`src/hdl/ssq_pkg.sv`:
```
`default_nettype none
package ssq_pkg;

    localparam int QUEUE_DEPTH    = 16;
    localparam int THREAD_ID_BITS = 8;
    localparam int TIME_BITS      = 32;
    localparam int OCC_BITS       = $clog2(QUEUE_DEPTH + 1);

    localparam logic OP_SLEEP = 1'b0;
    localparam logic OP_TICK  = 1'b1;

    typedef enum logic [1:0] {
        KIND_ACCEPTED = 2'd0,
        KIND_REJECTED = 2'd1,
        KIND_WOKEN    = 2'd2
    } kind_t;

    typedef enum logic [1:0] {
        ST_IDLE,
        ST_INSERT,
        ST_TICK
    } ssq_state_t;

    typedef struct packed {
        logic ins;
        logic pop;
    } cell_cmd_t;

endpackage
`default_nettype wire

```
`src/hdl/sorted_sleep_timer_queue.sv`:
```
// Sorted sleep timer queue.
// Input channel (s_*): one transfer is a sleep request (s_operation = 0, with
// s_thread_id and s_wake_time) or a timer tick (s_operation = 1).
// Output channel (m_*): result transfers; m_last marks the final result of
// an input transfer. The input is first registered with the state, and the
// first result is then registered in the output register once it is free.
// A sleep request gives one result: accepted, or rejected when all
// QUEUE_DEPTH entries are in use. Equal wake times leave in order of arrival.
// On a tick the counter advances on acceptance, then the head of the cell
// chain is popped one entry a cycle while it is due and the output register
// is free. A tick that wakes nothing gives no result.
// The next input is taken once the previous one has placed its last result
// in the output register, even while that result waits to be taken.
// A stalled receiver holds the output register and pauses the chain,
// delaying the item in progress.
// Reset empties the queue, clears the tick counter and drops any result.
`default_nettype none
module sorted_sleep_timer_queue
    import ssq_pkg::*;
(
    input  wire logic                      aclk,
    input  wire logic                      aresetn,
    input  wire logic                      s_valid,
    output logic                           s_ready,
    input  wire logic                      s_operation,
    input  wire logic [THREAD_ID_BITS-1:0] s_thread_id,
    input  wire logic [TIME_BITS-1:0]      s_wake_time,
    output logic                           m_valid,
    input  wire logic                      m_ready,
    output logic [1:0]                     m_kind,
    output logic [THREAD_ID_BITS-1:0]      m_thread_id_out,
    output logic [TIME_BITS-1:0]           m_wake_time_out,
    output logic                           m_last
);

    ssq_state_t                state_reg, state_next;
    logic [OCC_BITS-1:0]       occ_reg, occ_next;
    logic [TIME_BITS-1:0]      count_reg, count_next;
    logic [THREAD_ID_BITS-1:0] in_tid_reg, in_tid_next;
    logic [TIME_BITS-1:0]      in_time_reg, in_time_next;

    logic                      valid_reg, valid_next;
    kind_t                     kind_reg, kind_next;
    logic [THREAD_ID_BITS-1:0] tid_out_reg, tid_out_next;
    logic [TIME_BITS-1:0]      time_out_reg, time_out_next;
    logic                      last_reg, last_next;

    cell_cmd_t                 cmd;
    logic [THREAD_ID_BITS-1:0] head_tid;
    logic [TIME_BITS-1:0]      head_time, second_time;
    logic                      slot_free, full, head_due, next_due;

    ssq_chain u_chain (
        .aclk        (aclk),
        .cmd         (cmd),
        .occupancy   (occ_reg),
        .new_tid     (in_tid_reg),
        .new_time    (in_time_reg),
        .head_tid    (head_tid),
        .head_time   (head_time),
        .second_time (second_time)
    );

    assign slot_free = !valid_reg || m_ready;
    assign full      = (occ_reg == OCC_BITS'(QUEUE_DEPTH));
    assign head_due  = (occ_reg != '0) && (head_time <= count_reg);
    assign next_due  = (occ_reg > OCC_BITS'(1)) && (second_time <= count_reg);

    always_comb begin
        state_next    = state_reg;
        occ_next      = occ_reg;
        count_next    = count_reg;
        in_tid_next   = in_tid_reg;
        in_time_next  = in_time_reg;
        valid_next    = valid_reg && !m_ready;
        kind_next     = kind_reg;
        tid_out_next  = tid_out_reg;
        time_out_next = time_out_reg;
        last_next     = last_reg;
        cmd           = '0;
        s_ready       = 1'b0;
        case (state_reg)
            ST_IDLE: begin
                s_ready = 1'b1;
                if (s_valid) begin
                    in_tid_next  = s_thread_id;
                    in_time_next = s_wake_time;
                    if (s_operation == OP_TICK) begin
                        count_next = count_reg + 1'b1;
                        state_next = ST_TICK;
                    end else begin
                        state_next = ST_INSERT;
                    end
                end
            end
            ST_INSERT: begin
                if (slot_free) begin
                    valid_next    = 1'b1;
                    tid_out_next  = in_tid_reg;
                    time_out_next = in_time_reg;
                    last_next     = 1'b1;
                    if (full) begin
                        kind_next = KIND_REJECTED;
                    end else begin
                        kind_next = KIND_ACCEPTED;
                        cmd.ins   = 1'b1;
                        occ_next  = occ_reg + 1'b1;
                    end
                    state_next = ST_IDLE;
                end
            end
            ST_TICK: begin
                if (!head_due) begin
                    state_next = ST_IDLE;
                end else if (slot_free) begin
                    valid_next    = 1'b1;
                    kind_next     = KIND_WOKEN;
                    tid_out_next  = head_tid;
                    time_out_next = head_time;
                    last_next     = !next_due;
                    cmd.pop       = 1'b1;
                    occ_next      = occ_reg - 1'b1;
                    if (!next_due) begin
                        state_next = ST_IDLE;
                    end
                end
            end
            default: begin
                state_next = ST_IDLE;
            end
        endcase
    end

    always_ff @(posedge aclk) begin
        if (!aresetn) begin
            state_reg <= ST_IDLE;
            occ_reg   <= '0;
            count_reg <= '0;
            valid_reg <= 1'b0;
        end else begin
            state_reg <= state_next;
            occ_reg   <= occ_next;
            count_reg <= count_next;
            valid_reg <= valid_next;
        end
    end

    always_ff @(posedge aclk) begin
        in_tid_reg   <= in_tid_next;
        in_time_reg  <= in_time_next;
        kind_reg     <= kind_next;
        tid_out_reg  <= tid_out_next;
        time_out_reg <= time_out_next;
        last_reg     <= last_next;
    end

    assign m_valid         = valid_reg;
    assign m_kind          = kind_reg;
    assign m_thread_id_out = tid_out_reg;
    assign m_wake_time_out = time_out_reg;
    assign m_last          = last_reg;

endmodule
`default_nettype wire

```
`src/hdl/ssq_cell.sv`:
```
`default_nettype none
module ssq_cell
    import ssq_pkg::*;
(
    input  wire logic                      aclk,
    input  wire cell_cmd_t                 cmd,
    input  wire logic                      in_use,
    input  wire logic [THREAD_ID_BITS-1:0] new_tid,
    input  wire logic [TIME_BITS-1:0]      new_time,
    input  wire logic                      prev_pass,
    input  wire logic [THREAD_ID_BITS-1:0] left_tid,
    input  wire logic [TIME_BITS-1:0]      left_time,
    input  wire logic [THREAD_ID_BITS-1:0] right_tid,
    input  wire logic [TIME_BITS-1:0]      right_time,
    output logic                           pass,
    output logic [THREAD_ID_BITS-1:0]      tid,
    output logic [TIME_BITS-1:0]           wake
);

    logic [THREAD_ID_BITS-1:0] tid_reg, tid_next;
    logic [TIME_BITS-1:0]      time_reg, time_next;

    // entry stays put when it is due no later than the new one
    assign pass = in_use && (time_reg <= new_time);

    always_comb begin
        tid_next  = tid_reg;
        time_next = time_reg;
        if (cmd.pop) begin
            tid_next  = right_tid;
            time_next = right_time;
        end else if (cmd.ins && !pass) begin
            if (prev_pass) begin
                tid_next  = new_tid;
                time_next = new_time;
            end else begin
                tid_next  = left_tid;
                time_next = left_time;
            end
        end
    end

    always_ff @(posedge aclk) begin
        tid_reg  <= tid_next;
        time_reg <= time_next;
    end

    assign tid  = tid_reg;
    assign wake = time_reg;

endmodule
`default_nettype wire

```
`src/hdl/ssq_chain.sv`:
```
`default_nettype none
module ssq_chain
    import ssq_pkg::*;
(
    input  wire logic                      aclk,
    input  wire cell_cmd_t                 cmd,
    input  wire logic [OCC_BITS-1:0]       occupancy,
    input  wire logic [THREAD_ID_BITS-1:0] new_tid,
    input  wire logic [TIME_BITS-1:0]      new_time,
    output logic [THREAD_ID_BITS-1:0]      head_tid,
    output logic [TIME_BITS-1:0]           head_time,
    output logic [TIME_BITS-1:0]           second_time
);

    logic [THREAD_ID_BITS-1:0] tid_w  [QUEUE_DEPTH];
    logic [TIME_BITS-1:0]      time_w [QUEUE_DEPTH];
    logic                      pass_w [QUEUE_DEPTH];

    for (genvar i = 0; i < QUEUE_DEPTH; i++) begin : g_cell
        logic                      prev_pass;
        logic [THREAD_ID_BITS-1:0] left_tid, right_tid;
        logic [TIME_BITS-1:0]      left_time, right_time;

        if (i == 0) begin : g_head
            assign prev_pass = 1'b1;
            assign left_tid  = new_tid;
            assign left_time = new_time;
        end else begin : g_body
            assign prev_pass = pass_w[i-1];
            assign left_tid  = tid_w[i-1];
            assign left_time = time_w[i-1];
        end

        if (i == QUEUE_DEPTH - 1) begin : g_tail
            assign right_tid  = tid_w[i];
            assign right_time = time_w[i];
        end else begin : g_inner
            assign right_tid  = tid_w[i+1];
            assign right_time = time_w[i+1];
        end

        ssq_cell u_cell (
            .aclk       (aclk),
            .cmd        (cmd),
            .in_use     (occupancy > OCC_BITS'(i)),
            .new_tid    (new_tid),
            .new_time   (new_time),
            .prev_pass  (prev_pass),
            .left_tid   (left_tid),
            .left_time  (left_time),
            .right_tid  (right_tid),
            .right_time (right_time),
            .pass       (pass_w[i]),
            .tid        (tid_w[i]),
            .wake       (time_w[i])
        );
    end

    assign head_tid    = tid_w[0];
    assign head_time   = time_w[0];
    assign second_time = time_w[1];

endmodule
`default_nettype wire

```
`config.mk`:
```
export PLATFORM = sky130hd
export DESIGN_NAME = sorted_sleep_timer_queue
export DESIGN_NICKNAME = d
export VERILOG_FILES = /design/src/hdl/ssq_pkg.sv /design/src/hdl/sorted_sleep_timer_queue.sv /design/src/hdl/ssq_cell.sv /design/src/hdl/ssq_chain.sv
export SDC_FILE = /design/constraint.sdc
export NUM_CORES = 2
export LEC_CHECK = 0
export BUFFER_PORTS_ARGS = -buffer_cell sky130_fd_sc_hd__buf_2
export CORE_MARGIN = 5
export CORE_UTILIZATION = 58
export DETAILED_ROUTE_END_ITERATION = 8
export GPL_ROUTABILITY_DRIVEN = 0
export GPL_TIMING_DRIVEN = 0
export PLACE_DENSITY = 0.77
export SKIP_LAST_GASP = 1
export SYNTH_ARGS = -nofsm -noshare
export SYNTH_HDL_FRONTEND = slang
export SYNTH_SLANG_ARGS = --single-unit
```
`constraint.sdc`:
```
create_clock -name aclk -period 5.45 [get_ports aclk]
set_input_delay 0 -clock aclk [delete_from_list [all_inputs] [get_ports aclk]]
set_output_delay 0 -clock aclk [all_outputs]
set_load 0.02 [all_outputs]
```
==> run_results.csv <==
group,metric,value,unit
floorplanning,initial_core_util,58.54,%
grt,grt_overflow,0,
sta,hold_viol,0,
clock_tree,cts-buffers-inserted,85,
clock_tree,cts-htree-levels,3,
placed_design,dpl_cell_area,52360,sq um
drt,viasPerCell,6.431,
layout,fill_cells,6807,
logic_synthesis,ys_types,69,
worst_hold_path,min_path_type,"primary input to flip-flop",
logic_synthesis,synth-seq-area-share,45.02,%
clock_tree,path_clk_slew,0.06,ns
power_and_ir_drop,p_leak,20.93,nW
grt,grt_pass1_vias,39320,
setup_path,crit_fanout,40,
clock_tree,clkSinkCount,763,
floorplanning,die_h,303.6,um
layout,largest_reg_flops,512,
sta,min_period,5.383,ns
layout,areaGrowthSynthToFinish,11.03,%
setup_path,arrival,5.66,ns
placed_design,dpl.hpwl,121300,um
layout,layout_commonest_cell,"nand2_1",
logic_synthesis,muxShareOfSynthArea,11.72,%
logic_synthesis,synth_simple_gate_area_share,11.18,%
logic_synthesis,syn_area_per_cell,10.44,sq um
drt,via_count,40119,
clock_tree,post_cts.repair.setup_buffers,0,
grt,grt_max_degree,41,
drt,wl_per_cell,24.19,um
logic_synthesis,synthFlopType,"edfxtp_1",
sta,maxSlewViolCount,0,
layout,final_cell_area,55520,sq um
layout,multiInputGateArea,25650,sq um
setup_path,start_kind,"flip-flop",
logic_synthesis,synth_top_family_by_area,"adder cells",
status,outcome,"complete, no violations",
layout,nNetsFinal,5653,
placed_design,io_buffer_count,88,
logic_synthesis,synth_area,50000,sq um
logic_synthesis,synth.net_count,5419,
logic_synthesis,ys_warn_count,0,
sta,skew,0.03542,ns
logic_synthesis,syn_inst,4789,
flow_run,drv_cap,0,
clock_tree,cts_root_buffer,"clkbuf_16",
sta,fmax,185.8,MHz
setup_path,criticalPathCategory,"flip-flop to flip-flop",
power_and_ir_drop,power_density,320.9,nW/um^2
sta,finalCritPeriodShare,98.77,%
floorplanning,rows,107,
logic_synthesis,async_flop_share,0,%
drt,ant_nets,0,
drt,drtIter0Drc,4866,
logic_synthesis,synth_xor_area_share,0.5605,%
floorplanning,ioPinCount,90,
logic_synthesis,ys_ff_latch,763,
power_and_ir_drop,ir_drop,283.6,uV
drt,dr.pass1.iters,6,
clock_tree,cts_tree,"done",
floorplanning,core,85410,sq um
grt,grt_pass1_wl,222900,um
clock_tree,clk_latency,0.66,ns
logic_synthesis,synth_fa_ha_area_share,14.64,%
drt,wl,150900,um
floorplanning,die-area,92190,sq um
grt,globalRouteTotalUtil,31.01,%
setup_path,end_kind,"flip-flop",
logic_synthesis,synth_edf_count,723,
power_and_ir_drop,finalPower,17.82,mW
sta,whs,0.05293,ns
sta,rsz0062_at_grt,"false",
setup_path,cp.required,5.72,ns
sta,setup_viol,0,
layout,ff_latch_area,22510,sq um
floorplanning,die_w,303.6,um
drt,drcViolationCount,0,
grt,grt_antenna_before_repair,1,
layout,final_cell_mix,"nand2_1, edfxtp_1, ha_1",
layout,layout-drive-gt1-share,7.954,%
clock_tree,clock_path_buffers,3,
sta,max_slew_margin,7.632,%
sta,tightest_slew,1.386,ns
logic_synthesis,synth_compound_area_share,12.91,%
worst max-delay path: stages, from the launching register on:
cell,delay (ns)
edfxtp_1,0.65
inv_1,0.58
ha_1,0.51
nand4_1,0.10
nor4_1,0.98
a22oi_1,0.18
nand3_1,0.21
a311o_1,0.19
buf_2,0.16
clkbuf_1,0.57
a21o_2,0.84
worst paths after layout:
| path | startpoint | endpoint | slack (ns) | cells after the start |
|---|---|---|---|---|
| setup / recovery | in_time_reg[20] | u_chain.g_cell[8].u_cell.wake[6] | 0.07 | 10 |
| hold / removal | s_wake_time[19] | in_time_reg[19] | 0.05 | 2 |
| setup reg to reg | in_time_reg[20] | u_chain.g_cell[8].u_cell.wake[6] | 0.07 | 10 |
| hold reg to reg | count_reg[8] | count_reg[8] | 0.52 | 2 |
stage by stage:
step / TNS [ns] / std cells / setup WS, ns / util [%]
after floorplan: 0 / 4789 / 0.7112 / -
after global placement: -421.91 / 6021 / -1.788 / 60.73
after detailed placement: 0 / 6034 / 0.2864 / 61.30
after CTS: 0 / 6236 / 0.2721 / 64.98
after global routing: 0 / 6236 / 0.03922 / 64.99
final: 0 / 6238 / 0.06698 / 65.00
area by class of cell:
class,instances,area share [%]
Buffer,277,2.903
Clock inverter,45,0.6784
Sequential cell,763,40.55
Multi-Input combinational cell,3647,46.20
Antenna cell,2,0.009015
Clock buffer,111,4.158
Inverter,102,0.6896
Tap cell,1144,2.578
Timing Repair Buffer,147,2.240
power breakdown:
part | switching [mW] | total [mW] | internal, mW
Clock | 2.46 | 5.72 | 3.26
Sequential | 0.523 | 7.89 | 7.36
Combinational | 2.63 | 4.21 | 1.58
synth_stat cells (16+ instances only):
cell type  instances  area [sq um]
a211oi_1          16         120.1
a21o_1            33         247.7
a21oi_1          259          1296
and2_1            35         219.0
and3_1            18         112.6
and4_1            21         183.9
buf_2             37         185.2
buf_6             61         686.9
clkbuf_1         159         596.8
dfxtp_1           40         800.8
edfxtp_1         723         21710
ha_1             585          7320
inv_1            101         379.1
mux2_2            47         529.3
mux2i_1          529          5295
nand2_1          769          2887
nand3_1           92         460.4
nand4_1           86         538.0
nor2_1           145         544.3
nor2b_1           25         156.4
nor3_1            37         185.2
nor4_1            18         112.6
o211ai_1          18         135.1
o21a_1            25         187.7
o21ai_0          363          1817
o21ai_1          377          1887
xnor2_1           30         262.8
kinds of logic after synthesis:
group / Yosys count
AND/OR/NAND/NOR: 1273
flip-flops: 763
XOR/XNOR: 32
adder cells (fa/ha/maj): 585
buffers and inverters: 379
multiplexers: 579
AO/OA/AOI/OAI: 1178
per-layer routing:
metal  global-route usage, %  up-vias  part of all wire, %
met4                   15.89        0                  5.9
met1                   40.81    18985                   39
met2                   49.43     2351                   45
li1                        -    18363                    -
met3                   5.776      420                   10
met5                       0        -                    0
what timing repair did:
| item | 4_1_cts | 5_1_grt |
|---|---|---|
| hold buffers | 46 | 0 |
| hold endpoints to repair | 45 | 0 |
| gates resized for setup | 0 | 3 |
| endpoints found under the setup margin | 0 | 28 |
Note: power is estimated with default switching activity, not from simulation.
